### src/rtl/core/rfa_pkg.sv
package rfa_pkg;

    // fixed field widths of the request and result channels
    localparam int COORD_W = 22;
    localparam int TAG_W   = 16;
    localparam int FIT_W   = 33;
    localparam int DIMS_W  = 7;

    // largest fitness, sum saturates here
    localparam logic [FIT_W-1:0] SUM_MAX = '1;

    // pi/2 and one in Q30 for the table build
    localparam longint unsigned HALF_PI_Q30 = 64'd1686629713;
    localparam longint unsigned ONE_Q30     = 64'd1 << 30;

    // one coordinate request
    typedef struct packed {
        logic signed [COORD_W-1:0] coord_value;
        logic [TAG_W-1:0]          member_tag;
        logic                      last_coord;
    } t_in_req;

    // one fitness result request
    typedef struct packed {
        logic [FIT_W-1:0]  fitness;
        logic [TAG_W-1:0]  result_tag;
        logic [DIMS_W-1:0] dims_used;
        logic              saturated;
    } t_out_req;

    // unsigned quotient by shift and subtract, one quotient bit per step
    function automatic longint unsigned udiv_u64(longint unsigned num, longint unsigned den);
        longint unsigned quo;
        longint unsigned rem;
        int              b;
        quo = '0;
        rem = '0;
        for (b = 63; b >= 0; b--) begin
            rem = {rem[62:0], num[b]};
            if (rem >= den) begin
                rem    = rem - den;
                quo[b] = 1'b1;
            end
        end
        return quo;
    endfunction

    // quarter-wave cosine entry k, taylor series in Q30 rounded to frac_bits
    function automatic longint unsigned cos_entry(int k, int table_bits, int frac_bits);
        longint unsigned kk;
        longint unsigned theta;
        longint unsigned t2;
        longint unsigned term;
        longint unsigned div;
        longint unsigned half;
        longint          acc;
        int              n;
        kk    = 64'(k);
        theta = (HALF_PI_Q30 * kk) >> table_bits;
        t2    = (theta * theta) >> 30;
        term  = ONE_Q30;
        acc   = longint'(ONE_Q30);
        for (n = 1; n <= 12; n++) begin
            term = (term * t2) >> 30;
            div  = 64'((2 * n - 1) * (2 * n));
            term = udiv_u64(term, div);
            if (n[0]) begin
                acc = acc - longint'(term);
            end else begin
                acc = acc + longint'(term);
            end
        end
        if (acc < 0) begin
            acc = 0;
        end
        if (acc > longint'(ONE_Q30)) begin
            acc = longint'(ONE_Q30);
        end
        half = 64'd1 << (30 - frac_bits - 1);
        return (longint'(acc) + half) >> (30 - frac_bits);
    endfunction

endpackage

### src/rtl/core/rfa_accum.sv
module rfa_accum #(
    parameter int MAX_DIMS = 64,
    parameter int TERM_W   = 45
) (
    input  logic                    i_clk,
    input  logic                    i_rst_n,
    input  logic                    i_t_valid,
    input  logic                    i_t_last,
    input  logic [TERM_W-1:0]       i_t_term,
    input  logic [rfa_pkg::TAG_W-1:0] i_t_tag,
    input  logic                    i_out_stall,
    output logic                    o_advance,
    output logic                    o_out_valid,
    output rfa_pkg::t_out_req       o_out_req
);

    localparam int CNT_W = $clog2(MAX_DIMS + 1);
    localparam int ADD_W = (TERM_W > rfa_pkg::FIT_W ? TERM_W : rfa_pkg::FIT_W) + 1;

    logic [rfa_pkg::FIT_W-1:0] r_sum;
    logic [rfa_pkg::FIT_W-1:0] n_sum;
    logic [CNT_W-1:0]          r_cnt;
    logic [CNT_W-1:0]          n_cnt;
    logic                      r_ovf;
    logic                      n_ovf;
    logic                      r_out_valid;
    logic                      n_out_valid;
    rfa_pkg::t_out_req         r_out_req;
    logic [ADD_W-1:0]          sum_wide;
    logic [rfa_pkg::FIT_W-1:0] acc_sum;
    logic [CNT_W-1:0]          acc_cnt;
    logic                      acc_ovf;
    logic                      take;
    logic                      load;

    // a last coordinate waits while the result register is full and stalled
    assign o_advance = !(r_out_valid && i_out_stall && i_t_valid && i_t_last);
    assign take      = i_t_valid && o_advance;
    assign load      = take && i_t_last;
    assign sum_wide  = ADD_W'(r_sum) + ADD_W'(i_t_term);

    // saturating accumulate, capped dimension count
    always_comb begin
        acc_sum = r_sum;
        acc_cnt = r_cnt;
        acc_ovf = r_ovf;
        if (take) begin
            if (r_cnt < CNT_W'(MAX_DIMS)) begin
                if (sum_wide > ADD_W'(rfa_pkg::SUM_MAX)) begin
                    acc_sum = rfa_pkg::SUM_MAX;
                    acc_ovf = 1'b1;
                end else begin
                    acc_sum = sum_wide[rfa_pkg::FIT_W-1:0];
                end
                acc_cnt = r_cnt + 1'b1;
            end else begin
                acc_ovf = 1'b1;
            end
        end
    end

    // clear after the last coordinate of a candidate
    always_comb begin
        n_sum       = load ? '0 : acc_sum;
        n_cnt       = load ? '0 : acc_cnt;
        n_ovf       = load ? 1'b0 : acc_ovf;
        n_out_valid = (r_out_valid && i_out_stall) || load;
    end

    always_ff @(posedge i_clk) begin
        if (!i_rst_n) begin
            r_sum       <= '0;
            r_cnt       <= '0;
            r_ovf       <= 1'b0;
            r_out_valid <= 1'b0;
        end else begin
            r_sum       <= n_sum;
            r_cnt       <= n_cnt;
            r_ovf       <= n_ovf;
            r_out_valid <= n_out_valid;
        end
    end

    // result register
    always_ff @(posedge i_clk) begin
        if (load) begin
            r_out_req.fitness    <= acc_sum;
            r_out_req.result_tag <= i_t_tag;
            r_out_req.dims_used  <= rfa_pkg::DIMS_W'(acc_cnt);
            r_out_req.saturated  <= acc_ovf;
        end
    end

    assign o_out_valid = r_out_valid;
    assign o_out_req   = r_out_req;

    // count never passes the cap
    a_cnt_cap: assert property (@(posedge i_clk) disable iff (!i_rst_n)
        r_cnt <= CNT_W'(MAX_DIMS))
        else $error("dimension count above cap");

    // state clears behind a last coordinate
    a_clear: assert property (@(posedge i_clk) disable iff (!i_rst_n)
        load |=> (r_sum == '0) && (r_cnt == '0) && !r_ovf)
        else $error("state not cleared after last coordinate");

    // the sum only grows along with the count
    a_sum_cnt: assert property (@(posedge i_clk) disable iff (!i_rst_n)
        (r_sum != '0) |-> (r_cnt != '0))
        else $error("nonzero sum with no coordinates");

endmodule

### config.mk
export PLATFORM = sky130hd
export DESIGN_NAME = rfa_accum
export DESIGN_NICKNAME = d
export VERILOG_FILES = /design/src/rtl/core/rfa_pkg.sv /design/src/rtl/core/rfa_accum.sv
export SDC_FILE = /design/constraint.sdc
export NUM_CORES = 1
export LEC_CHECK = 0
export ABC_CLOCK_PERIOD_IN_PS = 5400
export BUFFER_PORTS_ARGS = -buffer_cell sky130_fd_sc_hd__buf_2
export CORE_MARGIN = 4
export CORE_UTILIZATION = 53
export DETAILED_ROUTE_END_ITERATION = 16
export PLACE_DENSITY = 0.78
export RECOVER_POWER = 100
export SLEW_MARGIN = 10
export SYNTH_ARGS = -nofsm -noshare
export SYNTH_HDL_FRONTEND = slang
export SYNTH_SLANG_ARGS = --single-unit
### constraint.sdc
create_clock -name i_clk -period 5.4 [get_ports i_clk]
set_clock_uncertainty 0.15 [all_clocks]
set_input_delay 1.08 -clock i_clk [delete_from_list [all_inputs] [get_ports i_clk]]
set_output_delay 1.08 -clock i_clk [all_outputs]
set_load 0.01 [all_outputs]
==> implementation parameters, run 1 <==
Parameter                              Value

Pwr
  Combinational share of power    between 20% and 30%
  Switching power    roughly 0.62 mW
  Ratio of total power to cell area    between 200 and 300 mW/mm²
  IR drop worst, VDD    between 200 and 250 µV
  Clock network fraction of total power    32.7%
  Leakage power    about 2.6 nW
  Proportion of power drawn by flip-flops and latches    44.3%
  Net Sw Frac    between 30% and 40%
  Cell Int Power    ~1.3 mW

Logic synthesis
  Syn avg cell area    between 9 and 10 µm²
  Post-Synthesis Net Count    741
  Mapped Area    ~0.0060 mm²
  Warnings from Yosys    0
  Synth Instances    between 600 and 700
  Flip-flop and latch count after synthesis    99
  Dominant register cell in the synthesized netlist    sky130_fd_sc_hd__edfxtp_1
  Distinct cell type count after synthesis    60
  Number of synthesized flops with an enable pin    57
  Share of synthesized area occupied by flip-flops and latches    42.3%
  FFs w/ async S/R, synth    0%

Outcome
  Status    finished, violations left
  Violated checks    max-capacitance violations

Placement
  Routability congestion estimate from global placement    roughly 0.96
  Worst slack at placement    between 0.5 and 0.6 ns
  Sum of net half-perimeters after detailed placement    12700 µm
  IO Port Bufs    roughly 120

CTS
  Maximum number of buffers from clock root to sink    2
  Post-CTS Setup Inserts    0
  Deepest level of the CTS H-tree    3
  Number of cells upsized or downsized after cts    0
  Buffer type at the clock tree root    sky130_fd_sc_hd__clkbuf_16
  Number of sinks handled by clock tree synthesis    99
  Cts bufs inserted    9
  Post-CTS clock slew at the launch and capture registers of the worst setup and hold paths    roughly 0.070 ns
  CTS tree    built
  Clock latency on the worst-skew pair    around 0.35 ns
  Number of hold buffers added after CTS    0

Floorplan
  Floorplan core area    around 0.011 mm²
  IO Pins    roughly 130
  Initial standard-cell utilization of the core    between 50% and 60%
  Die area    around 0.013 mm²
  Die Wd    115 µm
  Die Ht    ~110 µm
  Rows    38

Worst setup path
  Data required, critical path    about 5.3 ns
  Reg2reg start    r_sum[0]
  Worst r2r path cells    14
  Type of destination of the critical path    flop
  Arrival time of data at the critical path endpoint    4.37 ns
  Critical register-to-register path endpoint    o_out_req[48]
  Setup slack of the worst register-to-register path    1.42 ns
  Worst setup path end    o_out_req[48]
  Category of the critical setup timing path    primary input to flop
  Worst Setup SP    i_t_term[0]
  Largest fanout on the critical path    between 40 and 50
  Critical Path Start Type    primary input

Detailed routing
  Amount of wire on met2 after detailed routing    roughly 7600 µm
  Wire length after detailed routing    ~16000 µm
  Pre-antenna DRT Iters    5
  Post-route met1 wirelength    approximately 7400 µm
  Number of nets with antenna violations after routing    0
  Metal3 WL    1260 µm
  Highest metal used    met4
  Total number of vias    approximately 5.4k
  DR DRC count    0
  Per-cell via count in the routed design    between 6 and 7
  1st-iter DRT viols    approximately 400
  Drt wl/cell    ~18 µm

Cells and area
  Share of the core filled with cells    a little over 60%
  Layout cells sized above 1    approximately 13%
  NumNets Final    around 850
  Top library cells by usage in the layout, fill and taps aside    sky130_fd_sc_hd__a21oi_1, sky130_fd_sc_hd__nor2_1, sky130_fd_sc_hd__buf_2, sky130_fd_sc_hd__clkbuf_1, sky130_fd_sc_hd__nand2_1
  Growth of design area from synthesis to finish    13.1%
  Antenna Diode Count    0
  Most frequent standard cell in the layout excluding fill and tap cells    sky130_fd_sc_hd__a21oi_1

Timing
  Achievable Freq    approximately 230 MHz
  Pins over their slew limit    0
  Final worst path period share    82.2%
  Final number of hold-violating endpoints    0
  Crit path setup slack, layout    between 0.9 and 1 ns
  Final critical path time including I/O delays and setup    around 4.4 ns
  Worst slew margin relative to its limit    0.0282%
  RSZ-0062 raised after global routing    false
  Measured slew at the worst slew-check pin    ~1.5 ns
  Setup total negative slack    0 ns
  Total of endpoints with negative setup slack in the final report    0

GRT
  Total routing usage reported by global routing    between 20% and 30%
  Wire length of the first global-routing pass    26100 µm
  Largest net degree at the start of global routing    around 50
  Antenna violations before repair    0
  Final global-route overflow total    0
  Via count of the first global-routing pass    5149

Min path
  Path type of the worst min-delay path    flop to flop

Job
  Number of violations of the max-capacitance limit    1
power groups by stage:
| stage | clock (mW) | combinational [mW] | sequential, mW |
|---|---|---|---|
| final | 0.638 | 0.450 | 0.864 |
| after CTS | 0.645 | 0.466 | 0.862 |
| after floorplan | 0 | 0.315 | 0.887 |
| after global placement | 0 | 0.453 | 0.878 |
| after global routing | 0.674 | 0.497 | 0.868 |
| after detailed placement | 0 | 0.462 | 0.879 |
cells in the mapped netlist (all sizes together) (2+ instances only):
library cell | n | area share [%]
a211o | 2 | 0.29
a211oi | 39 | 7.3
a21boi | 5 | 0.62
a21o | 3 | 0.37
a21oi | 87 | 7.3
a22oi | 3 | 0.37
a31oi | 3 | 0.31
and2 | 10 | 1.0
and3 | 4 | 0.41
and4 | 5 | 0.73
buf | 17 | 1.8
clkbuf | 11 | 0.68
dfxtp | 42 | 14
edfxtp | 57 | 28
ha | 34 | 7.0
inv | 13 | 0.81
mux2i | 5 | 0.83
nand2 | 59 | 3.7
nand2b | 4 | 0.41
nand3 | 17 | 1.4
nand3b | 3 | 0.37
nand4 | 14 | 1.5
nor2 | 66 | 4.1
nor2b | 3 | 0.31
nor3 | 14 | 1.2
nor3b | 2 | 0.25
nor4 | 6 | 0.62
nor4b | 2 | 0.29
o211ai | 8 | 1.0
o21a | 6 | 0.75
o21ai | 32 | 2.7
o21bai | 3 | 0.37
o22ai | 3 | 0.31
o311ai | 2 | 0.41
o31ai | 3 | 0.37
or2 | 4 | 0.41
xnor2 | 17 | 2.5
xor2 | 19 | 2.8
layer usage:
metal / vias up / global-route usage [%]
met5: - / 0
met4: 0 / 5.48
met3: 17 / 4.49
met2: 238 / 40.6
met1: 2550 / 34.1
li1: 2605 / -
worst max-delay path, cell delays in order:
cell and delay, ns:
sky130_fd_sc_hd__buf_2 0.08, sky130_fd_sc_hd__ha_1 0.19, sky130_fd_sc_hd__inv_1 0.06, sky130_fd_sc_hd__fa_1 0.40, sky130_fd_sc_hd__nor2b_1 0.16, sky130_fd_sc_hd__o211ai_1 0.16
sky130_fd_sc_hd__a21o_1 0.23, sky130_fd_sc_hd__o311ai_2 0.44, sky130_fd_sc_hd__a21oi_1 0.24, sky130_fd_sc_hd__o211ai_1 0.22, sky130_fd_sc_hd__o31ai_1 0.10, sky130_fd_sc_hd__a211oi_1 0.28
sky130_fd_sc_hd__and4_1 0.32, sky130_fd_sc_hd__buf_12 0.25, sky130_fd_sc_hd__a21oi_1 0.13
flip-flops by register name, indices dropped and copies added (netlist names):
register     count
r_cnt            7
r_ovf            1
r_sum           33
o_out_req       57
o_out_valid      1
through the flow:
| step | power, mW | hold WS (ns) | cell area [µm²] | std cells |
|---|---|---|---|---|
| 3_3_place_gp | 1.33 | 0.356 | 6740 | 882 |
| 4_1_cts | 1.97 | 0.407 | 7040 | 898 |
| 2_1_floorplan | 1.20 | 0.368 | 6040 | 640 |
| 6_report | 1.95 | 0.403 | 6820 | 898 |
| 3_5_place_dp | 1.34 | 0.396 | 6740 | 882 |
| 5_1_grt | 2.04 | 0.436 | 6820 | 898 |
cell type report:
class / count / area [µm²]
well taps: 140 / 175
fillers: 960 / 4160
repair buffers: 130 / 596
inverters: 13 / 48.8
clock buffers: 9 / 225
multi-input cells: 500 / 3160
flip-flops and latches: 99 / 2550
clock inverters: 7 / 68.8
cells by family (layout without fill, tap and decap cells):
family | count (synthesis) | in the layout | synth area share (%)
AND/OR/NAND/NOR | 215 | 215 | 16.9
adder cells (fa/ha/maj) | 35 | 35 | 7.38
buffers and inverters | 41 | 159 | 3.32
multiplexers | 6 | 6 | 1.02
XOR/XNOR | 36 | 36 | 5.22
flip-flops | 99 | 99 | 42.3
AO/OA/AOI/OAI | 208 | 208 | 23.8
worst min-delay path by stage:
stage	startpoint	endpoint	slack (ns)	cells after the start
after floorplan	r_sum[0]	r_sum[0]	0.37	2
after global placement	o_out_valid	o_out_valid	0.36	2
after detailed placement	o_out_valid	o_out_valid	0.40	2
after CTS	o_out_valid	o_out_valid	0.41	2
after global routing	o_out_valid	o_out_valid	0.44	2
final	r_sum[12]	r_sum[12]	0.40	2
(Power assumes the default switching activity.)
==> run 2, diff against run 1 <==
--- a/config.mk
+++ b/config.mk
@@ -5,12 +5,13 @@
 export SDC_FILE = /design/constraint.sdc
 export NUM_CORES = 1
 export LEC_CHECK = 0
-export ABC_CLOCK_PERIOD_IN_PS = 5400
+export ABC_AREA = 1
+export ABC_CLOCK_PERIOD_IN_PS = 4000
 export BUFFER_PORTS_ARGS = -buffer_cell sky130_fd_sc_hd__buf_2
 export CORE_MARGIN = 4
-export CORE_UTILIZATION = 53
+export CORE_UTILIZATION = 51
 export DETAILED_ROUTE_END_ITERATION = 16
-export PLACE_DENSITY = 0.78
+export PLACE_DENSITY = 0.77
 export RECOVER_POWER = 100
 export SLEW_MARGIN = 10
 export SYNTH_ARGS = -nofsm -noshare
==> constraint.sdc (replaced) <==
create_clock -name i_clk -period 4 [get_ports i_clk]
set_clock_uncertainty 0.15 [all_clocks]
set_input_delay 0.8 -clock i_clk [delete_from_list [all_inputs] [get_ports i_clk]]
set_output_delay 0.8 -clock i_clk [all_outputs]
set_load 0.01 [all_outputs]
==> run 2 against run 1 <==
Net effect: the flow finishes with violations (max-capacitance violations, max-slew violations); non-clock buffer count rose by 7; worst setup slack got worse by 0.60 ns; wire length rose by 19%; power rose by 40%; hold slack got worse by 0.039 ns; cell count rose by 48%; utilization fell by 1.8 points; design area rose by 17%; flip-flop and latch count did not move; sequential share of layout area fell by 5.5 points; critical path depth rose by 4; largest cell class unchanged; highest routed layer unchanged.
==> implementation parameters, run 2 <==
Parameter                              Value

Outcome
  Status    finished, violations left (unchanged)
  Violated checks    max-capacitance violations, max-slew violations (was max-capacitance violations)

CTS
  Number of cells upsized or downsized after cts    0 (unchanged)
  Post-CTS Setup Inserts    0 (unchanged)
  Buffer type at the clock tree root    sky130_fd_sc_hd__clkbuf_16 (unchanged)
  Post-CTS clock slew at the launch and capture registers of the worst setup and hold paths    0.07 ns (about the same)
  Number of sinks handled by clock tree synthesis    99 (unchanged)
  Maximum number of buffers from clock root to sink    2 (unchanged)
  Clock latency on the worst-skew pair    0.36 ns (was 0.35 ns)
  Cts bufs inserted    9 (unchanged)
  Deepest level of the CTS H-tree    3 (unchanged)
  CTS tree    built (unchanged)
  Number of hold buffers added after CTS    0 (unchanged)

GRT
  Final global-route overflow total    0 (unchanged)
  Antenna violations before repair    0 (unchanged)
  Largest net degree at the start of global routing    63 (was 49)
  Met3 capacity usage during global routing    4.63% (was 4.49%)
  Met2 track demand over resource    40.4% (was 40.6%)
  Layer with the highest usage    met2 (unchanged)
  M1 GR Usage    37.9% (was 34.1%)
  Wire length of the first global-routing pass    30500 µm (was 26100 µm)
  Via count of the first global-routing pass    5963 (was 5149)
  Total routing usage reported by global routing    26.1% (was 24.6%)

Logic synthesis
  Warnings from Yosys    0 (unchanged)
  Syn avg cell area    6.74 µm² (was 9.43 µm²)
  Mapped Area    0.00688 mm² (was 0.00604 mm²)
  Cell type with the highest aggregate area in the netlist    sky130_fd_sc_hd__edfxtp_1 (unchanged)
  Share of synthesized area occupied by flip-flops and latches    37.1% (was 42.3%)
  Synth area leaders    sky130_fd_sc_hd__edfxtp_1, sky130_fd_sc_hd__nand2_1, sky130_fd_sc_hd__dfxtp_1 (was sky130_fd_sc_hd__edfxtp_1, sky130_fd_sc_hd__dfxtp_1, sky130_fd_sc_hd__a21oi_1)
  Distinct cell type count after synthesis    30 (was 60)
  Fraction of post-synthesis cell area in the top cell type by area    24.9% (was 28.4%)
  Post-Synthesis Net Count    1122 (was 741)
  Most common library cells after synthesis    sky130_fd_sc_hd__nand2_1, sky130_fd_sc_hd__inv_1, sky130_fd_sc_hd__nor2_1, sky130_fd_sc_hd__edfxtp_1, sky130_fd_sc_hd__nand3_1 (was sky130_fd_sc_hd__a21oi_1, sky130_fd_sc_hd__nor2_1, sky130_fd_sc_hd__nand2_1, sky130_fd_sc_hd__edfxtp_1, sky130_fd_sc_hd__dfxtp_1)
  Synth Instances    1021 (was 640)
  Flip-flop and latch count after synthesis    99 (unchanged)
  Leading cell type by number of instances after synthesis    sky130_fd_sc_hd__nand2_1 (was sky130_fd_sc_hd__a21oi_1)
  Number of synthesized flops with an enable pin    57 (unchanged)
  Dominant register cell in the synthesized netlist    sky130_fd_sc_hd__edfxtp_1 (unchanged)
  FFs w/ async S/R, synth    0% (unchanged)

Pwr
  IR drop worst, VDD    201 µV (was 219 µV)
  Leakage power    4.11 nW (was 2.60 nW)
  Ratio of total power to cell area    343 mW/mm² (was 286 mW/mm²)
  Total design power    2.74 mW (was 1.95 mW)

Floorplan
  Die Ht    124 µm (was 115 µm)
  Die area    0.0154 mm² (was 0.0132 mm²)
  Floorplan core area    0.0132 mm² (was 0.0110 mm²)
  Die Wd    124 µm (was 115 µm)
  IO Pins    125 (unchanged)
  Rows    42 (was 38)
  Initial standard-cell utilization of the core    51.9% (was 55.0%)

Placement
  Sum of net half-perimeters after detailed placement    15600 µm (was 12700 µm)
  IO Port Bufs    124 (unchanged)
  Placed inst area    0.00778 mm² (was 0.00674 mm²)
  Routability congestion estimate from global placement    0.985 (was 0.962)

Detailed routing
  Drt wl/cell    14.7 µm (was 18.3 µm)
  DR DRC count    0 (unchanged)
  Per-cell via count in the routed design    4.95 (was 6.02)
  Total number of vias    6592 (was 5410)
  Wire length after detailed routing    19600 µm (was 16400 µm)
  1st-iter DRT viols    486 (was 402)
  Pre-antenna DRT Iters    5 (unchanged)
  Number of nets with antenna violations after routing    0 (unchanged)

Worst setup path
  Critical Path Start Type    primary input (unchanged)
  Library cell contributing the largest single delay on the critical path    sky130_fd_sc_hd__fa_1 (was sky130_fd_sc_hd__o311ai_2)
  Largest fanout on the critical path    21 (was 48)
  Arrival time of data at the critical path endpoint    3.61 ns (was 4.37 ns)
  Sum of buffers and inverters on the critical path    5 (was 3)
  Data required, critical path    3.97 ns (was 5.33 ns)
  Setup slack of the worst register-to-register path    0.55 ns (was 1.42 ns)
  Type of destination of the critical path    flop (unchanged)
  Worst r2r path cells    18 (was 14)
  Category of the critical setup timing path    primary input to flop (unchanged)
  Cells along the critical path    buf_2, ha_1, inv_1, fa_1, inv_1, nand3_1, nand3_1, nand3_1, nand3_1, nand2_1, nand4_1, nand2_1, nor2_1, nand2_1, nor2_2, buf_4, nand4_1, nand2_1, inv_1 (was buf_2, ha_1, inv_1, fa_1, nor2b_1, o211ai_1, a21o_1, o311ai_2, a21oi_1, o211ai_1, o31ai_1, a211oi_1, and4_1, buf_12, a21oi_1)
  Worst path max stage delay    0.40 ns (was 0.44 ns)
  Reg2reg start    r_sum[0] (unchanged)
  Family with the most delay on the worst path    simple AND/OR/NAND/NOR gates (was compound AO/OA/AOI/OAI gates)
  Critical register-to-register path endpoint    o_out_req[37] (was o_out_req[48])

Timing
  Final critical path time including I/O delays and setup    3.64 ns
  Final number of hold-violating endpoints    0 (unchanged)
  RSZ-0062 raised after global routing    false (unchanged)
  Measured slew at the worst slew-check pin    1.56 ns (was 1.50 ns)
  Setup total negative slack    0 ns (unchanged)
  Achievable Freq    275 MHz
  Pins over their slew limit    42 (was 0)
  Worst hold-check slack    0.364 ns (was 0.403 ns)
  Final worst path period share    between 90% and 100%
  Worst slew margin relative to its limit    -4.12% (was 0.0282%)
  Total of endpoints with negative setup slack in the final report    0 (unchanged)

Min path
  Path type of the worst min-delay path    flop to flop (unchanged)
  Hold path startpoint    r_cnt[6] (was r_sum[12])
  Number of cells on the worst hold path    2 (unchanged)
  Worst Hold Endpoint    r_cnt[6] (was r_sum[12])

Cells and area
  Layout cells sized above 1    12.1% (was 12.8%)
  Growth of design area from synthesis to finish    16.2% (was 13.1%)
  Antenna Diode Count    0 (unchanged)
  Most frequent standard cell in the layout excluding fill and tap cells    sky130_fd_sc_hd__nand2_1 (was sky130_fd_sc_hd__a21oi_1)
  Flip-flop count of the largest register, all copies and words added    57 (unchanged)
  Final design area excluding fillers    0.00800 mm² (was 0.00682 mm²)
  Fill count    1371 (was 960)
  Top library cells by usage in the layout, fill and taps aside    sky130_fd_sc_hd__nand2_1, sky130_fd_sc_hd__inv_1, sky130_fd_sc_hd__nor2_1, sky130_fd_sc_hd__buf_2, sky130_fd_sc_hd__clkbuf_1 (was sky130_fd_sc_hd__a21oi_1, sky130_fd_sc_hd__nor2_1, sky130_fd_sc_hd__buf_2, sky130_fd_sc_hd__clkbuf_1, sky130_fd_sc_hd__nand2_1)
  NumNets Final    1252 (was 854)
  Share of the core filled with cells    60.4% (was 62.1%)

Job
  Number of violations of the max-capacitance limit    1 (unchanged)
run 2: how the worst max path moves through the flow:
stage	slack (ns)	depth (start not counted)	end	start
finish	0.36	19	o_out_req[37]	i_t_term[0]
global placement	0.01	19	o_out_req[40]	i_t_term[0]
global route	0.13	19	o_out_req[37]	i_t_term[0]
CTS	0.39	19	o_out_req[37]	i_t_term[0]
detailed placement	0.02	19	o_out_req[31]	i_t_term[0]
floorplan	0.88	18	o_out_req[26]	i_t_term[0]
run 2: cell families after synthesis:
group                    synth area share, %
adder cells (fa/ha/maj)                 6.48
AO/OA/AOI/OAI                           3.93
XOR/XNOR                                4.07
buffers and inverters                   12.1
flip-flops                              37.1
AND/OR/NAND/NOR                         36.3
run 2: stage by stage:
step,worst slack [ns],cells
floorplan,0.876,1021
global placement,0.0142,1316
detailed placement,0.0187,1316
CTS,0.392,1332
global route,0.135,1332
finish,0.359,1332
run 2: routing by layer:
| layer | vias up | wire length (µm) |
|---|---|---|
| li1 | 3432 | - |
| met1 | 2938 | 9400 |
| met2 | 201 | 8680 |
| met3 | 21 | 1150 |
| met4 | 0 | 363 |
| met5 | - | 0 |
run 2: final cells by class:
type,instances,area [µm²],share of cell area (%)
flip-flops and latches,99,2550,31.9
well taps,176,220,2.75
inverters,200,751,9.39
multi-input cells,704,3490,43.7
repair buffers,137,667,8.34
clock buffers,9,225,2.82
clock inverters,7,86.3,1.08
run 2: where the power goes:
group / switching [mW] / leakage (nW) / internal, mW
logic: 0.427 / 3.09 / 0.228
registers: 0.0220 / 0.879 / 1.14
clock network: 0.427 / 0.148 / 0.497
run 2: worst reg2reg max path, stage by stage, from the launching register on:
cell and delay, ns:
sky130_fd_sc_hd__dfxtp_1 0.33, sky130_fd_sc_hd__ha_1 0.27, sky130_fd_sc_hd__inv_1 0.09, sky130_fd_sc_hd__fa_1 0.40, sky130_fd_sc_hd__inv_1 0.09, sky130_fd_sc_hd__nand3_1 0.07
sky130_fd_sc_hd__nand3_1 0.22, sky130_fd_sc_hd__nand3_1 0.11, sky130_fd_sc_hd__nand3_1 0.23, sky130_fd_sc_hd__nand2_1 0.12, sky130_fd_sc_hd__nand4_1 0.10, sky130_fd_sc_hd__nand2_1 0.08
sky130_fd_sc_hd__nor2_1 0.11, sky130_fd_sc_hd__nand2_1 0.08, sky130_fd_sc_hd__nor2_2 0.17, sky130_fd_sc_hd__buf_4 0.30, sky130_fd_sc_hd__nand4_1 0.15, sky130_fd_sc_hd__nand2_1 0.11
sky130_fd_sc_hd__inv_1 0.05
==> run 3, diff against run 2 <==
--- a/config.mk
+++ b/config.mk
@@ -7,7 +7,7 @@
 export LEC_CHECK = 0
 export ABC_AREA = 1
 export ABC_CLOCK_PERIOD_IN_PS = 4000
-export BUFFER_PORTS_ARGS = -buffer_cell sky130_fd_sc_hd__buf_2
+export BUFFER_PORTS_ARGS = -buffer_cell sky130_fd_sc_hd__buf_4
 export CORE_MARGIN = 4
 export CORE_UTILIZATION = 51
 export DETAILED_ROUTE_END_ITERATION = 16
==> run 3 against run 2 <==
Net effect: the run still ends with max-capacitance violations, max-slew violations left; hold slack got worse by 0.031 ns; via count about the same; count of clock-buffer cells in the layout grew 1; critical path depth stayed put; register-to-register slack better by 0.05 ns; sequential power about the same; highest routed layer unchanged.
==> implementation parameters, run 3 (same netlist as run 2, synthesis figures left out) <==
Parameter                              Value

Placement
  Worst slack at placement    0.153 ns (was 0.0187 ns)
  Routability congestion estimate from global placement    1.00 (was 0.985)
  IO Port Bufs    124 (unchanged)
  Sum of net half-perimeters after detailed placement    15200 µm (was 15600 µm)

Min path
  Hold path startpoint    r_ovf (was r_cnt[6])
  Path type of the worst min-delay path    flop to flop (unchanged)
  Worst Hold Endpoint    r_ovf (was r_cnt[6])
  Number of cells on the worst hold path    2 (unchanged)

Detailed routing
  Wire length after detailed routing    18900 µm (was 19600 µm)
  Number of nets with antenna violations after routing    0 (unchanged)
  Drt wl/cell    14.2 µm (was 14.7 µm)
  Total number of vias    6594 (was 6592)
  Pre-antenna DRT Iters    6 (was 5)
  1st-iter DRT viols    577 (was 486)
  DR DRC count    0 (unchanged)
  Per-cell via count in the routed design    4.96 (was 4.95)

Cells and area
  Most frequent standard cell in the layout excluding fill and tap cells    sky130_fd_sc_hd__nand2_1 (unchanged)
  Top library cells by usage in the layout, fill and taps aside    sky130_fd_sc_hd__nand2_1, sky130_fd_sc_hd__inv_1, sky130_fd_sc_hd__nor2_1, sky130_fd_sc_hd__clkbuf_1, sky130_fd_sc_hd__edfxtp_1 (was sky130_fd_sc_hd__nand2_1, sky130_fd_sc_hd__inv_1, sky130_fd_sc_hd__nor2_1, sky130_fd_sc_hd__buf_2, sky130_fd_sc_hd__clkbuf_1)
  Layout cells sized above 1    11.9% (was 12.1%)
  Fill count    1321 (was 1371)
  Growth of design area from synthesis to finish    18.1% (was 16.2%)
  Antenna Diode Count    0 (unchanged)
  Flip-flop count of the largest register, all copies and words added    57 (unchanged)
  NumNets Final    1250 (was 1252)

GRT
  Wire length of the first global-routing pass    29800 µm (was 30500 µm)
  Final global-route overflow total    0 (unchanged)
  Total routing usage reported by global routing    24.9% (was 26.1%)
  Antenna violations before repair    0 (unchanged)
  Largest net degree at the start of global routing    63 (unchanged)
  Via count of the first global-routing pass    6138 (was 5963)

CTS
  Buffer type at the clock tree root    sky130_fd_sc_hd__clkbuf_16 (unchanged)
  Post-CTS clock slew at the launch and capture registers of the worst setup and hold paths    0.07 ns (about the same)
  Post-CTS Setup Inserts    0 (unchanged)
  Number of cells upsized or downsized after cts    0 (unchanged)
  Number of hold buffers added after CTS    0 (unchanged)
  CTS tree    built (unchanged)
  Cts bufs inserted    9 (unchanged)
  Maximum number of buffers from clock root to sink    2 (unchanged)
  Clock latency on the worst-skew pair    0.35 ns (was 0.36 ns)
  Number of sinks handled by clock tree synthesis    99 (unchanged)
  Deepest level of the CTS H-tree    3 (unchanged)

Pwr
  Leakage power    4.16 nW (was 4.11 nW)
  Ratio of total power to cell area    336 mW/mm² (was 343 mW/mm²)
  IR drop worst, VDD    192 µV (was 201 µV)

Outcome
  Status    finished, violations left (unchanged)
  Violated checks    max-capacitance violations, max-slew violations (unchanged)

Worst setup path
  Largest fanout on the critical path    13 (was 21)
  Worst r2r path cells    18 (unchanged)
  Setup slack of the worst register-to-register path    0.60 ns (was 0.55 ns)
  Data required, critical path    3.95 ns (was 3.97 ns)
  Levels on crit path    19 (unchanged)
  Reg2reg start    r_sum[0] (unchanged)
  Cells along the critical path    clkbuf_4, ha_1, inv_1, fa_1, inv_1, nand3_1, nand3_1, nand3_1, nand3_1, nand2_1, nand4_1, nand2_1, nor2_1, nand2_1, nor2_1, buf_4, nand2_1, o21ai_0, inv_1 (was buf_2, ha_1, inv_1, fa_1, inv_1, nand3_1, nand3_1, nand3_1, nand3_1, nand2_1, nand4_1, nand2_1, nor2_1, nand2_1, nor2_2, buf_4, nand4_1, nand2_1, inv_1)
  Critical register-to-register path endpoint    o_out_req[54] (was o_out_req[37])
  Library cell contributing the largest single delay on the critical path    sky130_fd_sc_hd__fa_1 (unchanged)
  Critical Path Start Type    primary input (unchanged)
  Type of destination of the critical path    flop (unchanged)
  Category of the critical setup timing path    primary input to flop (unchanged)
  Arrival time of data at the critical path endpoint    3.57 ns (was 3.61 ns)
  Worst path max stage delay    0.40 ns (about the same)
  Family with the most delay on the worst path    simple AND/OR/NAND/NOR gates (unchanged)
  Sum of buffers and inverters on the critical path    5 (unchanged)

Timing
  Setup total negative slack    0 ns (unchanged)
  Final critical path time including I/O delays and setup    3.62 ns (was 3.64 ns)
  Total of endpoints with negative setup slack in the final report    0 (unchanged)
  Final number of hold-violating endpoints    0 (unchanged)
  Achievable Freq    276 MHz (was 275 MHz)
  Pins over their slew limit    42 (unchanged)
  RSZ-0062 raised after global routing    false (unchanged)
  Final worst path period share    90.6% (was 91.0%)
  Crit path setup slack, layout    0.376 ns (was 0.359 ns)
  Measured slew at the worst slew-check pin    1.55 ns (was 1.56 ns)
  Worst slew margin relative to its limit    -3.54% (was -4.12%)

Floorplan
  Die Ht    124 µm (unchanged)
  Floorplan core area    0.0132 mm² (unchanged)
  IO Pins    125 (unchanged)
  Die area    0.0154 mm² (unchanged)
  Die Wd    124 µm (unchanged)
  Initial standard-cell utilization of the core    51.9% (unchanged)
  Rows    42 (unchanged)

Job
  Number of violations of the max-capacitance limit    1 (unchanged)
==> run 3: cell count changes in the layout (fill, tap and decap cells not counted) <==
cell | before | now
sky130_fd_sc_hd__nor2_1 | 107 | 108
sky130_fd_sc_hd__buf_4 | 10 | 56
sky130_fd_sc_hd__inv_6 | 1 | 4
sky130_fd_sc_hd__buf_12 | 2 | 1
sky130_fd_sc_hd__clkinv_4 | 1 | 0
sky130_fd_sc_hd__clkinvlp_4 | 1 | 0
sky130_fd_sc_hd__nor2_2 | 6 | 5
sky130_fd_sc_hd__buf_2 | 65 | 0
sky130_fd_sc_hd__clkinv_1 | 3 | 2
sky130_fd_sc_hd__clkinv_8 | 1 | 0
sky130_fd_sc_hd__clkbuf_4 | 0 | 18
sky130_fd_sc_hd__clkbuf_1 | 59 | 60
==> run 3: stage by stage <==
stage / hold slack [ns] / cells / util, % / power (mW) / area, µm²
after floorplan: 0.286 / 1021 / - / 1.62 / 6880
after global placement: 0.296 / 1314 / 60.9 / 1.86 / 8070
after detailed placement: 0.306 / 1314 / 60.9 / 1.86 / 8070
after CTS: 0.336 / 1330 / 63.2 / 2.76 / 8370
after global routing: 0.351 / 1330 / 61.3 / 2.86 / 8120
final: 0.333 / 1330 / 61.3 / 2.73 / 8120
==> run 3: worst max path at each step <==
| stage | slack (ns) | to | start |
|---|---|---|---|
| global placement | 0.17 | o_out_req[55] | i_t_term[0] |
| CTS | 0.49 | o_out_req[53] | i_t_term[0] |
| floorplan | 0.88 | o_out_req[26] | i_t_term[0] |
| finish | 0.38 | o_out_req[54] | i_t_term[0] |
| global route | 0.16 | o_out_req[54] | i_t_term[0] |
| detailed placement | 0.15 | o_out_req[53] | i_t_term[0] |
==> run 3: worst min-delay path: stages, from the launching register on <==
cell                      delay (ns)
sky130_fd_sc_hd__dfxtp_1        0.30
sky130_fd_sc_hd__inv_1          0.07
sky130_fd_sc_hd__a21oi_1        0.07
==> run 3: layout make-up <==
class	instances	area (µm²)	share of cell area [%]
Inverter	200	751	9.24
Tap cell	176	220	2.71
Sequential cell	99	2550	31.4
Clock inverter	6	76.3	0.940
Timing Repair Buffer	135	802	9.88
Multi-Input combinational cell	704	3490	43.0
Clock buffer	10	229	2.82
==> run 3: metal layers <==
layer | track usage [%] | part of all wire [%]
met1 | 36.1 | 48
met2 | 38.5 | 44
met3 | 4.36 | 6.9
met4 | 6.16 | 1.5
met5 | 0 | 0
==> run 3: power breakdown <==
group          internal [mW]  switching [mW]
registers               1.14          0.0211
logic                  0.244           0.420
clock network          0.499           0.403
total                   1.88           0.844
